## src/sbh_pkg.sv

```systemverilog
// Shared widths, constants, control structs and helpers for the swept box hit block.
// No dependencies; every other file in src imports this package.
`default_nettype none

package sbh_pkg;

  // Default number of fraction bits on the Q-format position ports
  localparam int FRAC_BITS_DEF = 8;

  // Port field widths
  localparam int POS_W   = 24;
  localparam int SIZE_W  = 23;
  localparam int VEL_W   = 24;
  localparam int BPOS_W  = 16;
  localparam int BSIZE_W = 15;
  localparam int DT_W    = 16;
  localparam int CT_W    = 24;
  localparam int NRM_W   = 2;
  localparam int TIME_W  = 24;

  // Internal widths
  localparam int DIR_W     = VEL_W + DT_W;   // direction = velocity * step
  localparam int UD_W      = DIR_W - 1;      // magnitude of the direction
  localparam int TQ_FRAC   = 31;             // fraction bits of a raw slab time
  localparam int SLAB_W    = 64;             // signed slab time incl. infinities
  localparam int SAT_SHIFT = 60;             // slab times saturate at 2^60
  localparam int TC_W      = TIME_W + 1;     // clamped entry time, +-2^23
  localparam int DLO_W     = 20;             // low slice of the direction multiply

  localparam logic signed [SLAB_W-1:0] T_BIG    = 64'sh1000_0000_0000_0000;
  localparam logic signed [SLAB_W-1:0] T_INF    = 64'sh4000_0000_0000_0000;
  localparam logic signed [SLAB_W-1:0] TIME_MIN = -64'sd8388608;
  localparam logic signed [SLAB_W-1:0] TIME_MAX = 64'sd8388607;
  localparam logic signed [SLAB_W-1:0] TC_MAX   = 64'sd8388608;
  localparam logic signed [SLAB_W-1:0] HIT_LIM  = 64'sd65536;

  // Normal codes
  localparam logic [NRM_W-1:0] NRM_ZERO = 2'b00;
  localparam logic [NRM_W-1:0] NRM_POS  = 2'b01;
  localparam logic [NRM_W-1:0] NRM_NEG  = 2'b11;

  // Per-axis sign and zero flags that travel beside the dividers
  typedef struct packed {
    logic vneg;
    logic dneg;
    logic dzero;
    logic a_neg;
    logic a_zero;
    logic b_neg;
    logic b_zero;
  } axis_flags_t;

  typedef struct packed {
    logic        valid;
    logic        vzero;
    axis_flags_t ax;
    axis_flags_t ay;
  } item_ctl_t;

  // Width of the slab numerators for a given fraction count
  function automatic int num_width(input int f);
    return (f + 20 > 28) ? f + 20 : 28;
  endfunction

endpackage

`default_nettype wire

```

## src/sbh_front.sv

```systemverilog
// Front end: grown box, centre, direction multiply and slab numerators, four stages.
// Depends on sbh_pkg.
`default_nettype none

module sbh_front import sbh_pkg::*; #(
  parameter int FRAC_BITS = FRAC_BITS_DEF,
  parameter int NUM_W     = num_width(FRAC_BITS_DEF)
) (
  input  wire logic                     clk,
  input  wire logic                     rst_n,
  input  wire logic                     in_valid,
  input  wire logic signed [POS_W-1:0]  mover_x,
  input  wire logic signed [POS_W-1:0]  mover_y,
  input  wire logic [SIZE_W-1:0]        mover_w,
  input  wire logic [SIZE_W-1:0]        mover_h,
  input  wire logic signed [VEL_W-1:0]  vel_x,
  input  wire logic signed [VEL_W-1:0]  vel_y,
  input  wire logic signed [BPOS_W-1:0] box_x,
  input  wire logic signed [BPOS_W-1:0] box_y,
  input  wire logic [BSIZE_W-1:0]       box_w,
  input  wire logic [BSIZE_W-1:0]       box_h,
  input  wire logic [DT_W-1:0]          step_time,
  output item_ctl_t                     ctl_o,
  output logic [NUM_W-1:0]              un_a_o [2],
  output logic [NUM_W-1:0]              un_b_o [2],
  output logic [UD_W-1:0]               ud_o   [2],
  output logic signed [NUM_W-1:0]       o2_o   [2],
  output logic signed [DIR_W-1:0]       d_o    [2]
);

  localparam int SH = FRAC_BITS + 1;

  // lane views of the inputs (lane 0 = x, lane 1 = y)
  logic signed [POS_W-1:0]  pos   [2];
  logic [SIZE_W-1:0]        size  [2];
  logic signed [VEL_W-1:0]  vel   [2];
  logic signed [BPOS_W-1:0] bpos  [2];
  logic [BSIZE_W-1:0]       bsize [2];

  assign pos[0]   = mover_x;
  assign pos[1]   = mover_y;
  assign size[0]  = mover_w;
  assign size[1]  = mover_h;
  assign vel[0]   = vel_x;
  assign vel[1]   = vel_y;
  assign bpos[0]  = box_x;
  assign bpos[1]  = box_y;
  assign bsize[0] = box_w;
  assign bsize[1] = box_h;

  // stage A: corner offset, doubled centre, grown size, direction
  logic                     va_r, vza_r;
  logic signed [NUM_W-1:0]  va_v_r   [2];
  logic signed [NUM_W-1:0]  va_o2_r  [2];
  logic [NUM_W-1:0]         va_csz_r [2];
  logic signed [DIR_W-1:0]  va_d_r   [2];
  logic                     va_vn_r  [2];
  logic signed [DIR_W:0]    prod     [2];

  always_comb begin
    for (int i = 0; i < 2; i++) begin
      prod[i] = vel[i] * $signed({1'b0, step_time});
    end
  end

  // stage B: corner truncated toward zero, grown far edge minus centre
  logic                     vb_r, vzb_r;
  logic signed [NUM_W-1:0]  vb_cps_r [2];
  logic signed [NUM_W-1:0]  vb_w_r   [2];
  logic signed [NUM_W-1:0]  vb_o2_r  [2];
  logic signed [DIR_W-1:0]  vb_d_r   [2];
  logic                     vb_vn_r  [2];
  logic                     corr     [2];

  always_comb begin
    for (int i = 0; i < 2; i++) begin
      corr[i] = va_v_r[i][NUM_W-1] && (va_v_r[i][SH-1:0] != '0);
    end
  end

  // stage C: slab numerators
  logic                     vc_r, vzc_r;
  logic signed [NUM_W-1:0]  vc_na_r [2];
  logic signed [NUM_W-1:0]  vc_nb_r [2];
  logic signed [NUM_W-1:0]  vc_o2_r [2];
  logic signed [DIR_W-1:0]  vc_d_r  [2];
  logic                     vc_vn_r [2];

  // stage D: magnitudes and flags
  item_ctl_t                ctl_r;
  axis_flags_t              axf [2];
  logic [DIR_W-1:0]         dmag [2];

  always_comb begin
    for (int i = 0; i < 2; i++) begin
      axf[i].vneg   = vc_vn_r[i];
      axf[i].dneg   = vc_d_r[i][DIR_W-1];
      axf[i].dzero  = (vc_d_r[i] == '0);
      axf[i].a_neg  = vc_na_r[i][NUM_W-1];
      axf[i].a_zero = (vc_na_r[i] == '0);
      axf[i].b_neg  = vc_nb_r[i][NUM_W-1];
      axf[i].b_zero = (vc_nb_r[i] == '0);
      dmag[i] = vc_d_r[i][DIR_W-1] ? DIR_W'(-vc_d_r[i]) : vc_d_r[i];
    end
  end

  // valid bits
  always_ff @(posedge clk) begin
    if (!rst_n) begin
      va_r        <= 1'b0;
      vb_r        <= 1'b0;
      vc_r        <= 1'b0;
      ctl_r.valid <= 1'b0;
    end else begin
      va_r        <= in_valid;
      vb_r        <= va_r;
      vc_r        <= vb_r;
      ctl_r.valid <= vc_r;
    end
  end

  // payload
  always_ff @(posedge clk) begin
    vza_r <= (vel_x == '0) && (vel_y == '0);
    vzb_r <= vza_r;
    vzc_r <= vzb_r;
    ctl_r.vzero <= vzc_r;
    ctl_r.ax    <= axf[0];
    ctl_r.ay    <= axf[1];
    for (int i = 0; i < 2; i++) begin
      va_v_r[i]   <= (NUM_W'(bpos[i]) <<< SH) - NUM_W'(size[i]);
      va_o2_r[i]  <= (NUM_W'(pos[i]) <<< 1) + NUM_W'(size[i]);
      va_csz_r[i] <= NUM_W'(bsize[i]) + NUM_W'(size[i] >> FRAC_BITS);
      va_d_r[i]   <= prod[i][DIR_W-1:0];
      va_vn_r[i]  <= vel[i][VEL_W-1];

      vb_cps_r[i] <= ((va_v_r[i] >>> SH) + NUM_W'(corr[i])) <<< SH;
      vb_w_r[i]   <= (va_csz_r[i] << SH) - va_o2_r[i];
      vb_o2_r[i]  <= va_o2_r[i];
      vb_d_r[i]   <= va_d_r[i];
      vb_vn_r[i]  <= va_vn_r[i];

      vc_na_r[i]  <= vb_cps_r[i] - vb_o2_r[i];
      vc_nb_r[i]  <= vb_cps_r[i] + vb_w_r[i];
      vc_o2_r[i]  <= vb_o2_r[i];
      vc_d_r[i]   <= vb_d_r[i];
      vc_vn_r[i]  <= vb_vn_r[i];

      un_a_o[i] <= vc_na_r[i][NUM_W-1] ? NUM_W'(-vc_na_r[i]) : vc_na_r[i];
      un_b_o[i] <= vc_nb_r[i][NUM_W-1] ? NUM_W'(-vc_nb_r[i]) : vc_nb_r[i];
      ud_o[i]   <= dmag[i][UD_W-1:0];
      o2_o[i]   <= vc_o2_r[i];
      d_o[i]    <= vc_d_r[i];
    end
  end

  assign ctl_o = ctl_r;

endmodule

`default_nettype wire

```

## config.mk

```make
export PLATFORM = sky130hd
export DESIGN_NAME = sbh_front
export DESIGN_NICKNAME = d
export VERILOG_FILES = /design/src/sbh_pkg.sv /design/src/sbh_front.sv
export SDC_FILE = /design/constraint.sdc
export NUM_CORES = 2
export LEC_CHECK = 0
export BUFFER_PORTS_ARGS = -buffer_cell sky130_fd_sc_hd__buf_2
export CELL_PAD_IN_SITES_DETAIL_PLACEMENT = 1
export CELL_PAD_IN_SITES_GLOBAL_PLACEMENT = 1
export CORE_MARGIN = 8
export CORE_UTILIZATION = 44
export CTS_BUF_LIST = sky130_fd_sc_hd__clkbuf_8
export CTS_CLUSTER_SIZE = 14
export DETAILED_ROUTE_END_ITERATION = 7
export PLACE_DENSITY_LB_ADDON = 0.1
export SETUP_SLACK_MARGIN = 0.2
export SLEW_MARGIN = 5
export SYNTH_ARGS = -nofsm -noshare
export SYNTH_HDL_FRONTEND = slang
export SYNTH_SLANG_ARGS = --single-unit
export TNS_END_PERCENT = 1
```

## constraint.sdc

```tcl
create_clock -name clk -period 6.6 [get_ports clk]
set_input_delay 0.66 -clock clk [delete_from_list [all_inputs] [get_ports clk]]
set_output_delay 0.66 -clock clk [all_outputs]
set_load 0.01 [all_outputs]
```

==> metrics.md <==
| Metric | Value |
|---|---|
| Mapped Cells | 6,340 |
| Clock Sinks | 1,020 |
| Most frequent cell on the critical path | fa_1 |
| Critical path required time | 7.40 ns |
| CP endpoint kind | flip-flop |
| Area contributors post-synth | dfxtp_1 33%, fa_1 24%, ha_1 8.3%, inv_1 6.7%, xnor2_1 6.1% |
| Global-route wire length before repair | 282,000 um |
| Register Area | 0.0204 mm^2 |
| Starting DRC count in detailed routing | 1,816 |
| Critical Path Max Stage Delay | 0.54 ns |
| Met2 Wirelength | between 80,000 and 90,000 um |
| Slew @ Worst Pin | 1.06 ns |
| FMAX | around 160 MHz |
| Crit-path max FO | 9 |
| Largest net degree at the start of global routing | 42 |
| Mapped Nets | 7,731 |
| Final core occ | 52.5% |
| Post-CTS Setup Inserts | 0 |
| Area used by multi-input combinational logic | 0.0375 mm^2 |
| Final Hold Viols | 0 |
| Register area share after synthesis | approximately 33% |
| Die ar. | between 0.15 and 0.2 mm^2 |
| # rows | 138 |
| Yosys top cell by area | dfxtp_1 |
| RSZ-0062 raised after global routing | yes |
| Worst skew pair latency | just under 0.9 ns |
| Relative slew slack | ~29% |
| Top FF cell, synth | dfxtp_1 |
| Status | finished, final reports clean |
| Worst hold slack | 0.161 ns |
| Post-synth cell types | between 60 and 70 |
| Met3 routed WL | around 8200 um |
| Setup TNS | 0 ns |
| Synth top area share | 32.6% |
| Via count | around 46,000 |
| Top-count cell post-synth | inv_1 |
| Met1 wire length | 75,400 um |
| Clk slew on worst S/H paths | 0.06 ns |
| GP Congestion | 0.889 |
| Clock skew | 0.0619 ns |
| Placed cell area | 0.0700 mm^2 |
| CTS max path bufs | 3 |
| Wire per inst | 19.1 um |
| Post-route cell area | 0.0742 mm^2 |
| Root buf cell | clkbuf_8 |
| Top routing layer used | met5 |
| Synthesis-to-layout area growth | 18.4% |
| Slowest CP cell | fa_1 |
| Vias in the first global route | between 50,000 and 60,000 |
| CP Class | in2reg |
| CTS buffer count | 168 |
| Port bufs | 564 |
| DRC violations left | 0 |
| CTS tree | yes |
| Drt first pass iters | 7 |
| Die width | roughly 400 um |
| Final Setup Violations | 0 |
| Io pins | 565 |
| Ys Warns | 0 |
| Fin crit share | 93.3% |
| Vias per std cell | just under 5 |
| Synth cell count leaders | 1,119 x inv_1, 1,020 x dfxtp_1, 750 x fa_1 |
| Die Ht | roughly 400 um |
| Crit path DAT | 6.96 ns |
| FF+latch count, synth | 1,020 |
| Setup crit start kind | input pin |
| Hpwl dp | 149,000 um |
| Antenna Nets Post-Route | 0 |
| Core Region | around 0.14 mm^2 |
| Hold WC Path Type | in2reg |
| Final slew viol count | 0 |
| Share of layout cells above drive strength 1 | 16.3% |
| Total GRT Usage | 22.8% |
| H-tree levels | 4 |
| Fillcell total | 16,100 |
| Number of buffers and inverters on the critical path | 8 |
| Congestion Overflow GR | 0 |
| Post-Route WL | 178,000 um |
| Post-Syn Area | 0.0627 mm^2 |
| Fraction of registers with async set/reset | 0% |
| Starting Density | 44.3% |
| Syn Area/Cell | 9.89 um^2 |
| Crit path max-delay family | adder cells |
| Post-synth EDFFs | 0 |
| Initial antenna violation count | 31 |
| Total of max-cap violations | 0 |
| Nets | 8,669 |
| Final min period | 6.16 ns |
## cell type report
cell class / instances / share of cell area [%]
antenna: 18 / 0.0607
timing repair buffer: 937 / 8.05
sequential: 1020 / 27.5
clock inverter: 95 / 1.13
inverter: 1119 / 5.66
multi-input combinational: 4032 / 50.5
clock buffer: 211 / 3.91
tap: 1890 / 3.19
## sequential cells by signal (all words and copies together), names as in the netlist, 54 cells and up
signal and count:
vb_d_r 80, vb_w_r 54, vc_nb_r 54, vc_d_r 80
un_b_o 54, ud_o 78, vc_na_r 56, un_a_o 54
va_d_r 80, d_o 76
## metal layers
metal  track usage, %  vias up
met5                0        -
met4             8.40        6
met3             4.43      357
met2             39.6      954
met1             28.0    22800
li1                 -    21800
## repair_timing
item,CTS,global route
endpoints found under the hold margin,41,0
setup endpoints to repair,0,2
resized for setup,0,1
hold buffers,40,0
## placed cells by master (no fill, tap or decap), types with 34 or more instances in the layout
| cell | count |
|---|---|
| inv_1 | 1160 |
| dfxtp_1 | 1019 |
| fa_1 | 749 |
| nand2_1 | 628 |
| buf_2 | 563 |
| xnor2_1 | 437 |
| ha_1 | 415 |
| and2_1 | 326 |
| buf_4 | 313 |
| clkbuf_8 | 211 |
| nor2_1 | 209 |
| a21oi_1 | 185 |
| o21ai_0 | 181 |
| nor3_1 | 93 |
| xor2_1 | 83 |
| a21o_1 | 73 |
| nand3_1 | 68 |
| nor2b_1 | 48 |
| o31ai_1 | 45 |
| or3_1 | 43 |
| nand2b_1 | 43 |
| dlygate4sd3_1 | 40 |
| nor4_1 | 38 |
| o21a_1 | 35 |
| o41ai_1 | 35 |
| and3_1 | 34 |
## worst min-delay path, stage by stage
cell and delay (ns):
buf_2 0.09, ha_1 0.14, xnor2_1 0.08
## worst paths after layout
path | from | to | slack, ns | cells after the start
worst max-delay path | step_time[3] | va_d_r[0][28] | 0.44 | 26
worst min register to register | vb_d_r[0][32] | vc_d_r[0][32] | 0.27 | 0
worst max register to register | vc_d_r[0][0] | ud_o[68] | 2.82 | 10
worst min-delay path | box_x[0] | va_v_r[0][9] | 0.16 | 3
## stage by stage
| stage | cells | setup slack [ns] |
|---|---|---|
| finish | 9322 | 0.444 |
| global route | 9316 | 0.199 |
| floorplan | 6340 | 0.199 |
| global placement | 8958 | -0.367 |
| CTS | 9304 | 0.540 |
| detailed placement | 8958 | -0.507 |
## logic make-up (layout without fill, tap and decap cells)
kind of cell / Yosys count / count (layout) / synth area share (%)
xor+xnor: 520 / 520 / 7.27
flops: 1020 / 1020 / 32.6
simple gates: 1627 / 1627 / 12.7
buf+inv: 1288 / 2362 / 7.78
fa+ha+maj: 1168 / 1168 / 32.3
compound gates: 717 / 717 / 7.33
other cells: 0 / 18 / 0
Power is not shown: default switching activity piles up to over one toggle a cycle in this logic, so the estimate is an artifact.
